--- src/sv/spq_pkg.sv ---
`default_nettype none

package spq_pkg;

    localparam int DEFAULT_QUEUE_DEPTH = 16;

    localparam int VALUE_W  = 32;
    localparam int PRIO_W   = 32;
    localparam int STATUS_W = 2;
    localparam int OCC_W    = 5;

    // Result status codes
    localparam logic [STATUS_W-1:0] ST_OK        = 2'd0;
    localparam logic [STATUS_W-1:0] ST_UNDERFLOW = 2'd1;
    localparam logic [STATUS_W-1:0] ST_OVERFLOW  = 2'd2;

    // Operation codes carried in the mode field
    localparam logic MODE_ENQ = 1'b0;
    localparam logic MODE_DEQ = 1'b1;

    typedef enum logic [1:0] {
        S_IDLE,
        S_EXEC,
        S_RESP
    } spq_state_t;

    // Controller to datapath
    typedef struct packed {
        logic                capture;
        logic                do_enq;
        logic                do_deq;
        logic                load_result;
        logic [STATUS_W-1:0] result_code;
    } spq_cmd_t;

    // Datapath to controller
    typedef struct packed {
        logic deq_op;
        logic empty;
        logic full;
    } spq_stat_t;

endpackage

`default_nettype wire

--- src/sv/spq_datapath.sv ---
`default_nettype none

module spq_datapath #(
    parameter int QUEUE_DEPTH = spq_pkg::DEFAULT_QUEUE_DEPTH
) (
    input  wire logic                                clk,
    input  wire logic                                rst_n,
    input  wire spq_pkg::spq_cmd_t                   cmd,
    output spq_pkg::spq_stat_t                       stat,
    input  wire logic                                mode,
    input  wire logic signed [spq_pkg::VALUE_W-1:0]  item_value,
    input  wire logic signed [spq_pkg::PRIO_W-1:0]   item_priority,
    output logic signed [spq_pkg::VALUE_W-1:0]       head_value,
    output logic [spq_pkg::STATUS_W-1:0]             status,
    output logic [spq_pkg::OCC_W-1:0]                occupancy
);
    import spq_pkg::*;

    localparam int CW = $clog2(QUEUE_DEPTH + 1);

    logic                      mode_reg;
    logic signed [VALUE_W-1:0] value_reg;
    logic signed [PRIO_W-1:0]  prio_reg;

    logic [CW-1:0]             count_reg;
    logic [CW-1:0]             count_next;

    logic signed [VALUE_W-1:0] head_value_reg;
    logic [STATUS_W-1:0]       status_reg;

    logic signed [VALUE_W-1:0] slot_value_reg    [QUEUE_DEPTH];
    logic signed [PRIO_W-1:0]  slot_priority_reg [QUEUE_DEPTH];

    // Cell g holds an entry whose priority is strictly below the new one
    logic [QUEUE_DEPTH-1:0]    lt;

    logic [31:0]               count_ext;

    always_ff @(posedge clk)
    begin
        if (cmd.capture)
        begin
            mode_reg  <= mode;
            value_reg <= item_value;
            prio_reg  <= item_priority;
        end
        if (cmd.load_result)
        begin
            head_value_reg <= cmd.do_deq ? slot_value_reg[0] : '0;
            status_reg     <= cmd.result_code;
        end
    end

    always_comb
    begin
        for (int i = 0; i < QUEUE_DEPTH; i++)
        begin
            lt[i] = (CW'(i) < count_reg) && (slot_priority_reg[i] < prio_reg);
        end
    end

    always_comb
    begin
        count_next = count_reg;
        if (cmd.do_enq)
        begin
            count_next = count_reg + CW'(1);
        end
        else if (cmd.do_deq)
        begin
            count_next = count_reg - CW'(1);
        end
    end

    always_ff @(posedge clk or negedge rst_n)
    begin
        if (!rst_n)
        begin
            count_reg <= '0;
        end
        else
        begin
            count_reg <= count_next;
        end
    end

    for (genvar g = 0; g < QUEUE_DEPTH; g++)
    begin : g_cell
        logic signed [VALUE_W-1:0] up_val;
        logic signed [PRIO_W-1:0]  up_pri;
        logic signed [VALUE_W-1:0] dn_val;
        logic signed [PRIO_W-1:0]  dn_pri;
        logic                      prev_lt;
        logic signed [VALUE_W-1:0] val_next;
        logic signed [PRIO_W-1:0]  pri_next;

        if (g == QUEUE_DEPTH - 1)
        begin : g_last
            assign up_val = slot_value_reg[g];
            assign up_pri = slot_priority_reg[g];
        end
        else
        begin : g_mid
            assign up_val = slot_value_reg[g+1];
            assign up_pri = slot_priority_reg[g+1];
        end

        if (g == 0)
        begin : g_first
            assign dn_val  = slot_value_reg[g];
            assign dn_pri  = slot_priority_reg[g];
            assign prev_lt = 1'b1;
        end
        else
        begin : g_rest
            assign dn_val  = slot_value_reg[g-1];
            assign dn_pri  = slot_priority_reg[g-1];
            assign prev_lt = lt[g-1];
        end

        always_comb
        begin
            val_next = slot_value_reg[g];
            pri_next = slot_priority_reg[g];
            if (cmd.do_deq)
            begin
                // advance toward the head
                val_next = up_val;
                pri_next = up_pri;
            end
            else if (cmd.do_enq && !lt[g])
            begin
                if (prev_lt)
                begin
                    val_next = value_reg;
                    pri_next = prio_reg;
                end
                else
                begin
                    val_next = dn_val;
                    pri_next = dn_pri;
                end
            end
        end

        always_ff @(posedge clk)
        begin
            slot_value_reg[g]    <= val_next;
            slot_priority_reg[g] <= pri_next;
        end
    end

    assign count_ext   = 32'(count_reg);
    assign stat.deq_op = (mode_reg == MODE_DEQ);
    assign stat.empty  = (count_reg == '0);
    assign stat.full   = (count_reg == CW'(QUEUE_DEPTH));

    assign head_value = head_value_reg;
    assign status     = status_reg;
    assign occupancy  = count_ext[OCC_W-1:0];

endmodule

`default_nettype wire

--- src/sv/spq_ctrl.sv ---
`default_nettype none

module spq_ctrl (
    input  wire logic                clk,
    input  wire logic                rst_n,
    input  wire logic                in_valid,
    output logic                     in_stall,
    output logic                     out_valid,
    input  wire logic                out_stall,
    input  wire spq_pkg::spq_stat_t  stat,
    output spq_pkg::spq_cmd_t        cmd
);
    import spq_pkg::*;

    spq_state_t state_reg;
    spq_state_t state_next;

    always_ff @(posedge clk or negedge rst_n)
    begin
        if (!rst_n)
        begin
            state_reg <= S_IDLE;
        end
        else
        begin
            state_reg <= state_next;
        end
    end

    always_comb
    begin
        state_next      = state_reg;
        in_stall        = 1'b1;
        out_valid       = 1'b0;
        cmd.capture     = 1'b0;
        cmd.do_enq      = 1'b0;
        cmd.do_deq      = 1'b0;
        cmd.load_result = 1'b0;
        cmd.result_code = ST_OK;
        unique case (state_reg)
            S_IDLE:
            begin
                in_stall = 1'b0;
                if (in_valid)
                begin
                    cmd.capture = 1'b1;
                    state_next  = S_EXEC;
                end
            end
            S_EXEC:
            begin
                cmd.load_result = 1'b1;
                if (stat.deq_op)
                begin
                    if (stat.empty)
                    begin
                        cmd.result_code = ST_UNDERFLOW;
                    end
                    else
                    begin
                        cmd.do_deq = 1'b1;
                    end
                end
                else
                begin
                    // drop the item when no slot is free
                    if (stat.full)
                    begin
                        cmd.result_code = ST_OVERFLOW;
                    end
                    else
                    begin
                        cmd.do_enq = 1'b1;
                    end
                end
                state_next = S_RESP;
            end
            S_RESP:
            begin
                out_valid = 1'b1;
                if (!out_stall)
                begin
                    state_next = S_IDLE;
                end
            end
            default:
            begin
                state_next = S_IDLE;
            end
        endcase
    end

`ifndef SYNTHESIS
    a_one_update: assert property (@(posedge clk) disable iff (!rst_n)
        !(cmd.do_enq && cmd.do_deq))
        else $error("enqueue and dequeue issued together");

    a_enq_room: assert property (@(posedge clk) disable iff (!rst_n)
        cmd.do_enq |-> (!stat.full && !stat.deq_op))
        else $error("enqueue issued on full queue or dequeue transaction");

    a_deq_entry: assert property (@(posedge clk) disable iff (!rst_n)
        cmd.do_deq |-> (!stat.empty && stat.deq_op))
        else $error("dequeue issued on empty queue or enqueue transaction");

    a_exec_resp: assert property (@(posedge clk) disable iff (!rst_n)
        (state_reg == S_EXEC) |=> out_valid)
        else $error("result not presented after execute");

    a_full_empty: assert property (@(posedge clk) disable iff (!rst_n)
        !(stat.full && stat.empty))
        else $error("queue reported full and empty");
`endif

endmodule

`default_nettype wire

--- src/sv/sorted_priority_queue.sv ---
// Sorted priority queue, smallest priority value served first.
// Input channel (in_valid / in_stall): mode 0 enqueues item_value with
// item_priority, mode 1 dequeues the head. An equal priority goes ahead of
// the entries already stored, so ties are served newest first.
// Output channel (out_valid / out_stall): exactly one result per input
// transaction with head_value (dequeued word, else 0), status (ok, underflow
// on empty dequeue, overflow on full enqueue, which drops the item) and
// occupancy (entry count after the operation).
// Sequence: an input transaction is taken in the idle state and its operands
// are registered; in the execute state the entry row is updated and the
// result is registered, and out_valid rises in the respond state. The
// controller sequences one transaction at a time through idle, execute and
// respond, so no new item is taken until the last result has been accepted.
// All slots compare against the new priority in parallel and shift by one
// place in the same cycle; the row has no search loop.
// A stalled result holds on the outputs and in_stall stays high until the
// result is taken. Reset empties the queue and leaves it ready for input.
`default_nettype none

module sorted_priority_queue #(
    parameter int QUEUE_DEPTH = spq_pkg::DEFAULT_QUEUE_DEPTH
) (
    input  wire logic                                clk,
    input  wire logic                                rst_n,
    input  wire logic                                in_valid,
    output logic                                     in_stall,
    input  wire logic                                mode,
    input  wire logic signed [spq_pkg::VALUE_W-1:0]  item_value,
    input  wire logic signed [spq_pkg::PRIO_W-1:0]   item_priority,
    output logic                                     out_valid,
    input  wire logic                                out_stall,
    output logic signed [spq_pkg::VALUE_W-1:0]       head_value,
    output logic [spq_pkg::STATUS_W-1:0]             status,
    output logic [spq_pkg::OCC_W-1:0]                occupancy
);
    import spq_pkg::*;

    spq_cmd_t  cmd;
    spq_stat_t stat;

    spq_ctrl u_ctrl (
        .clk       (clk),
        .rst_n     (rst_n),
        .in_valid  (in_valid),
        .in_stall  (in_stall),
        .out_valid (out_valid),
        .out_stall (out_stall),
        .stat      (stat),
        .cmd       (cmd)
    );

    spq_datapath #(
        .QUEUE_DEPTH (QUEUE_DEPTH)
    ) u_datapath (
        .clk           (clk),
        .rst_n         (rst_n),
        .cmd           (cmd),
        .stat          (stat),
        .mode          (mode),
        .item_value    (item_value),
        .item_priority (item_priority),
        .head_value    (head_value),
        .status        (status),
        .occupancy     (occupancy)
    );

endmodule

`default_nettype wire

--- config.mk ---
export PLATFORM = sky130hd
export DESIGN_NAME = sorted_priority_queue
export DESIGN_NICKNAME = d
export VERILOG_FILES = /design/src/sv/spq_pkg.sv /design/src/sv/spq_datapath.sv /design/src/sv/spq_ctrl.sv /design/src/sv/sorted_priority_queue.sv
export SDC_FILE = /design/constraint.sdc
export NUM_CORES = 2
export LEC_CHECK = 0
export BUFFER_PORTS_ARGS = -buffer_cell sky130_fd_sc_hd__buf_4
export CORE_ASPECT_RATIO = 0.75
export CORE_MARGIN = 4
export CORE_UTILIZATION = 46
export CTS_BUF_LIST = sky130_fd_sc_hd__clkbuf_2
export DETAILED_ROUTE_END_ITERATION = 7
export RECOVER_POWER = 25
export SLEW_MARGIN = 20
export SYNTH_ARGS = -nofsm -noshare
export SYNTH_HDL_FRONTEND = slang
export SYNTH_SLANG_ARGS = --single-unit
export TNS_END_PERCENT = 10
--- constraint.sdc ---
create_clock -name clk -period 13.6 [get_ports clk]
set_input_delay 2.04 -clock clk [delete_from_list [all_inputs] [get_ports clk]]
set_output_delay 2.04 -clock clk [all_outputs]
set_load 0.005 [all_outputs]
==> results by group <==
Run status
  • Outcome: finished with violations
  • Violated checks: capacitance limit, slew limit

Drt
  • Drt total wl: roughly 240 mm
  • Remaining antenna violation count after routing: 0
  • DRC Markers: 0
  • DRT iter0 DRCs: about 7.3k
  • Wire per inst: ~27 um
  • DRT Pass-1 Iters: 8
  • Via Count: 56.29k
  • DR vias/cell: roughly 6.4

Floorplanning
  • DIE AREA: 154300 um^2
  • FP Rows: between 100 and 150
  • Initial core utilization: between 40 and 50%
  • IO Count: 110
  • Die Height: approximately 340 um
  • Core ar.: between 100000 and 150000 um^2
  • Die width: between 400 and 500 um

Worst hold path
  • HP Class: in2reg

Placement
  • Post-DP HPWL: between 100 and 150 mm
  • GP Congestion: 0.9761
  • Buffers added on ports: about 110

Yosys
  • Top_reg_cell synth: edfxtp_1
  • Register area share after synthesis: between 40% and 50%
  • Synth warn: 0
  • Netlist cell types: between 60 and 70
  • Fraction of registers with async set/reset: less than 1%
  • Syn nets: about 7.2k
  • Number of flops mapped to enable cells by yosys: 1123
  • Post-Syn Instances: about 6.6k
  • Seq cells post-synth: approximately 1.1k
  • Mean Syn Cell Area: about 10 um^2
  • Post-Synthesis Cell Area: a little under 70000 um^2

Worst setup path
  • Worst Path Max Fanout: about 80
  • CP Capture Type: flip-flop
  • Setup crit start kind: flip-flop
  • Setup CP Type: reg2reg
  • Crit path DAT: roughly 11 ns
  • CP Data Required Time: 14.93 ns

Pwr
  • LEAKAGE: around 26 nW
  • Pwr dens: ~270 nW/um^2
  • Peak supply drop: approximately 0.32 mV

CTS
  • CTS tree: built
  • Skew-Pair Late Insertion Delay: roughly 1.8 ns
  • Worst-path clk slew: between 0.1 and 0.15 ns
  • Post-CTS setup buffers: 0
  • # H-tree levels: 5
  • Clock Path Buffers: 4
  • CTS sink count: 1130
  • Clock root buffer: clkbuf_2
  • Cts bufs inserted: roughly 320
  • Cts repair resizes: 0

Final layout
  • Nets: between 7k and 8k
  • Layout Utilization: about half
  • Area growth from synthesis to layout: 6.435%
  • Share of cells above drive strength 1: 10.48%

STA
  • Rel. slew slack: -232.7%
  • Min Tclk post-route: between 9 and 10 ns
  • Hold Violations, Final: 0
  • Final hold slack: a little over 0.4 ns
  • Maximum clock rate: 101.8 MHz
  • Worst-margin pin slew: about 5 ns
  • RSZ-0062 raised after global routing: no
  • Worst clock skew: about 0.18 ns
  • Period utilisation layout: between 70% and 80%
  • Fin Setup TNS: 0 ns
  • Slew Limit Fails: 1190
  • Setup-failing EPs final: 0

Global route
  • Total GRT Usage: approximately 30%
  • GR Overflow Total: 0
  • First-pass GRT wire length: ~350 mm
  • Largest net degree at the start of global routing: ~230
  • Initial antenna violation count: 14
  • Vias in the first global route: 52.85k

Run
  • Max-Cap Viols: 26
-- cell usage after synthesis (all sizes together) (11+ instances only) --
cell type	count	area, um^2
nand4	77	481.7
and2	33	206.5
nor3	20	105.1
or3	40	250.2
a221oi	13	113.9
and3	68	425.4
nand3	490	2452
inv	52	195.2
mux2	63	709.4
a211oi	19	147.6
nand2	1331	4996
o21ai	422	2112
a22oi	65	488.0
ha	499	6243
clkbuf	408	1531
o211ai	529	3981
a31oi	69	431.7
nor2b	11	68.82
nor3b	71	533.0
edfxtp	1123	33720
nand3b	35	262.8
mux2i	391	3914
buf	129	845.8
a21o	60	450.4
a21oi	368	1842
nor4	11	75.07
nor2	130	488.0
a2111oi	17	186.4
nand2b	18	112.6
-- cells by family after synthesis --
group           after synthesis  share of synthesized area, %
flops                      1130                         49.78
simple gates               2350                         15.55
fa+ha+maj                   499                         9.169
xor+xnor                      4                       0.05146
mux                         454                         6.789
buf+inv                     589                         3.778
compound gates             1607                         14.88
-- cell usage in the layout, fill, tap and decap left out, types with 9 or more instances in the layout --
| cell | synthesis | final |
|---|---|---|
| nand2_1 | 1331 | 1326 |
| edfxtp_1 | 1123 | 1123 |
| o211ai_1 | 527 | 527 |
| ha_1 | 499 | 499 |
| nand3_1 | 490 | 490 |
| clkbuf_2 | 0 | 439 |
| mux2i_1 | 391 | 384 |
| a21oi_1 | 368 | 368 |
| o21ai_0 | 288 | 296 |
| nor2_1 | 130 | 127 |
| o21ai_1 | 134 | 121 |
| clkbuf_4 | 0 | 83 |
| nand4_1 | 77 | 77 |
| nor3b_1 | 71 | 71 |
| a31oi_1 | 69 | 69 |
| buf_4 | 15 | 69 |
| and3_1 | 68 | 68 |
| a22oi_1 | 65 | 65 |
| clkinv_1 | 0 | 63 |
| mux2_2 | 63 | 62 |
| a21o_1 | 60 | 60 |
| inv_1 | 52 | 52 |
| or3_1 | 40 | 40 |
| clkbuf_1 | 408 | 39 |
| nand3b_1 | 35 | 35 |
| and2_1 | 33 | 20 |
| nand2b_1 | 18 | 18 |
| a211oi_1 | 18 | 18 |
| nor3_1 | 19 | 18 |
| a2111oi_0 | 13 | 15 |
| and2_0 | 0 | 13 |
| a221oi_1 | 13 | 13 |
| nor2b_1 | 11 | 11 |
| diode_2 | 0 | 9 |
| nor4_1 | 10 | 9 |
-- metrics by stage --
stage	power, mW	cell area [um^2]	worst slack, ns	instances
finish	19.38	72480	3.775	8789
global placement	16.45	70130	7.162	8257
detailed placement	16.72	70160	7.123	8259
floorplan	13.44	68090	5.616	6633
CTS	19.17	72700	6.981	8776
global route	20.50	72470	3.733	8788
-- layout make-up --
type	count	area (um^2)
Fill cell	13490	73620
Sequential cell	1130	33900
Multi-Input combinational cell	4914	31910
Tap cell	1968	2462
Clock buffer	439	2197
Timing Repair Buffer	200	1458
Clock inverter	77	334.1
Inverter	52	195.2
Antenna cell	9	22.52
-- path summary, 6_finish.rpt --
kind                            slack, ns                                       endpoint  cells after the start                                           from
worst min-delay path                 0.41              u_datapath.prio_reg[18]$_DFFE_PP_                      1                              item_priority[18]
worst min register to register       0.48  u_datapath.slot_priority_reg[7][13]$_DFFE_PP_                      2  u_datapath.slot_priority_reg[7][45]$_DFFE_PP_
worst max-delay path                 3.77   u_datapath.slot_priority_reg[7][6]$_DFFE_PP_                     10              u_datapath.prio_reg[31]$_DFFE_PP_
max in group asynchronous           12.21                u_ctrl.state_reg[0]$_DFFE_PN0P_                      2                                          rst_n
worst max register to register       3.77   u_datapath.slot_priority_reg[7][6]$_DFFE_PP_                     10              u_datapath.prio_reg[31]$_DFFE_PP_
min in group asynchronous            0.87            u_datapath.occupancy[1]$_DFFE_PN0P_                      2                                          rst_n
-- worst max-delay path, cell delays in order, from the launching register on --
cell	delay [ns]
edfxtp_1	0.55
inv_1	0.13
clkbuf_1	0.77
ha_1	2.06
nand4_1	0.81
a211oi_1	1.08
nand2_1	1.76
buf_4	0.96
nor3b_1	0.29
nor3_2	0.15
buf_4	0.70
-- what timing repair did --
item	CTS	global route
setup endpoints to repair	0	0
hold buffers	1	0
hold endpoints to repair	7	0
-- layer usage --
| metal | global-route usage (%) | wire, um |
|---|---|---|
| met4 | 9.423 | 6280 |
| met3 | 8.053 | 25830 |
| met5 | 0 | 173 |
| met1 | 43.60 | 104800 |
| met2 | 41.93 | 98440 |
-- report_power, final --
| group | internal [mW] | total [mW] | switching [mW] | leakage [nW] |
|---|---|---|---|---|
| combinational | 3.21 | 9.65 | 6.44 | 13.6 |
| sequential | 6.18 | 7.30 | 1.11 | 10.5 |
| clock | 0.878 | 2.44 | 1.56 | 1.99 |
| total | 10.3 | 19.4 | 9.11 | 26.1 |
No activity file was read; power rests on OpenSTA's default activity.
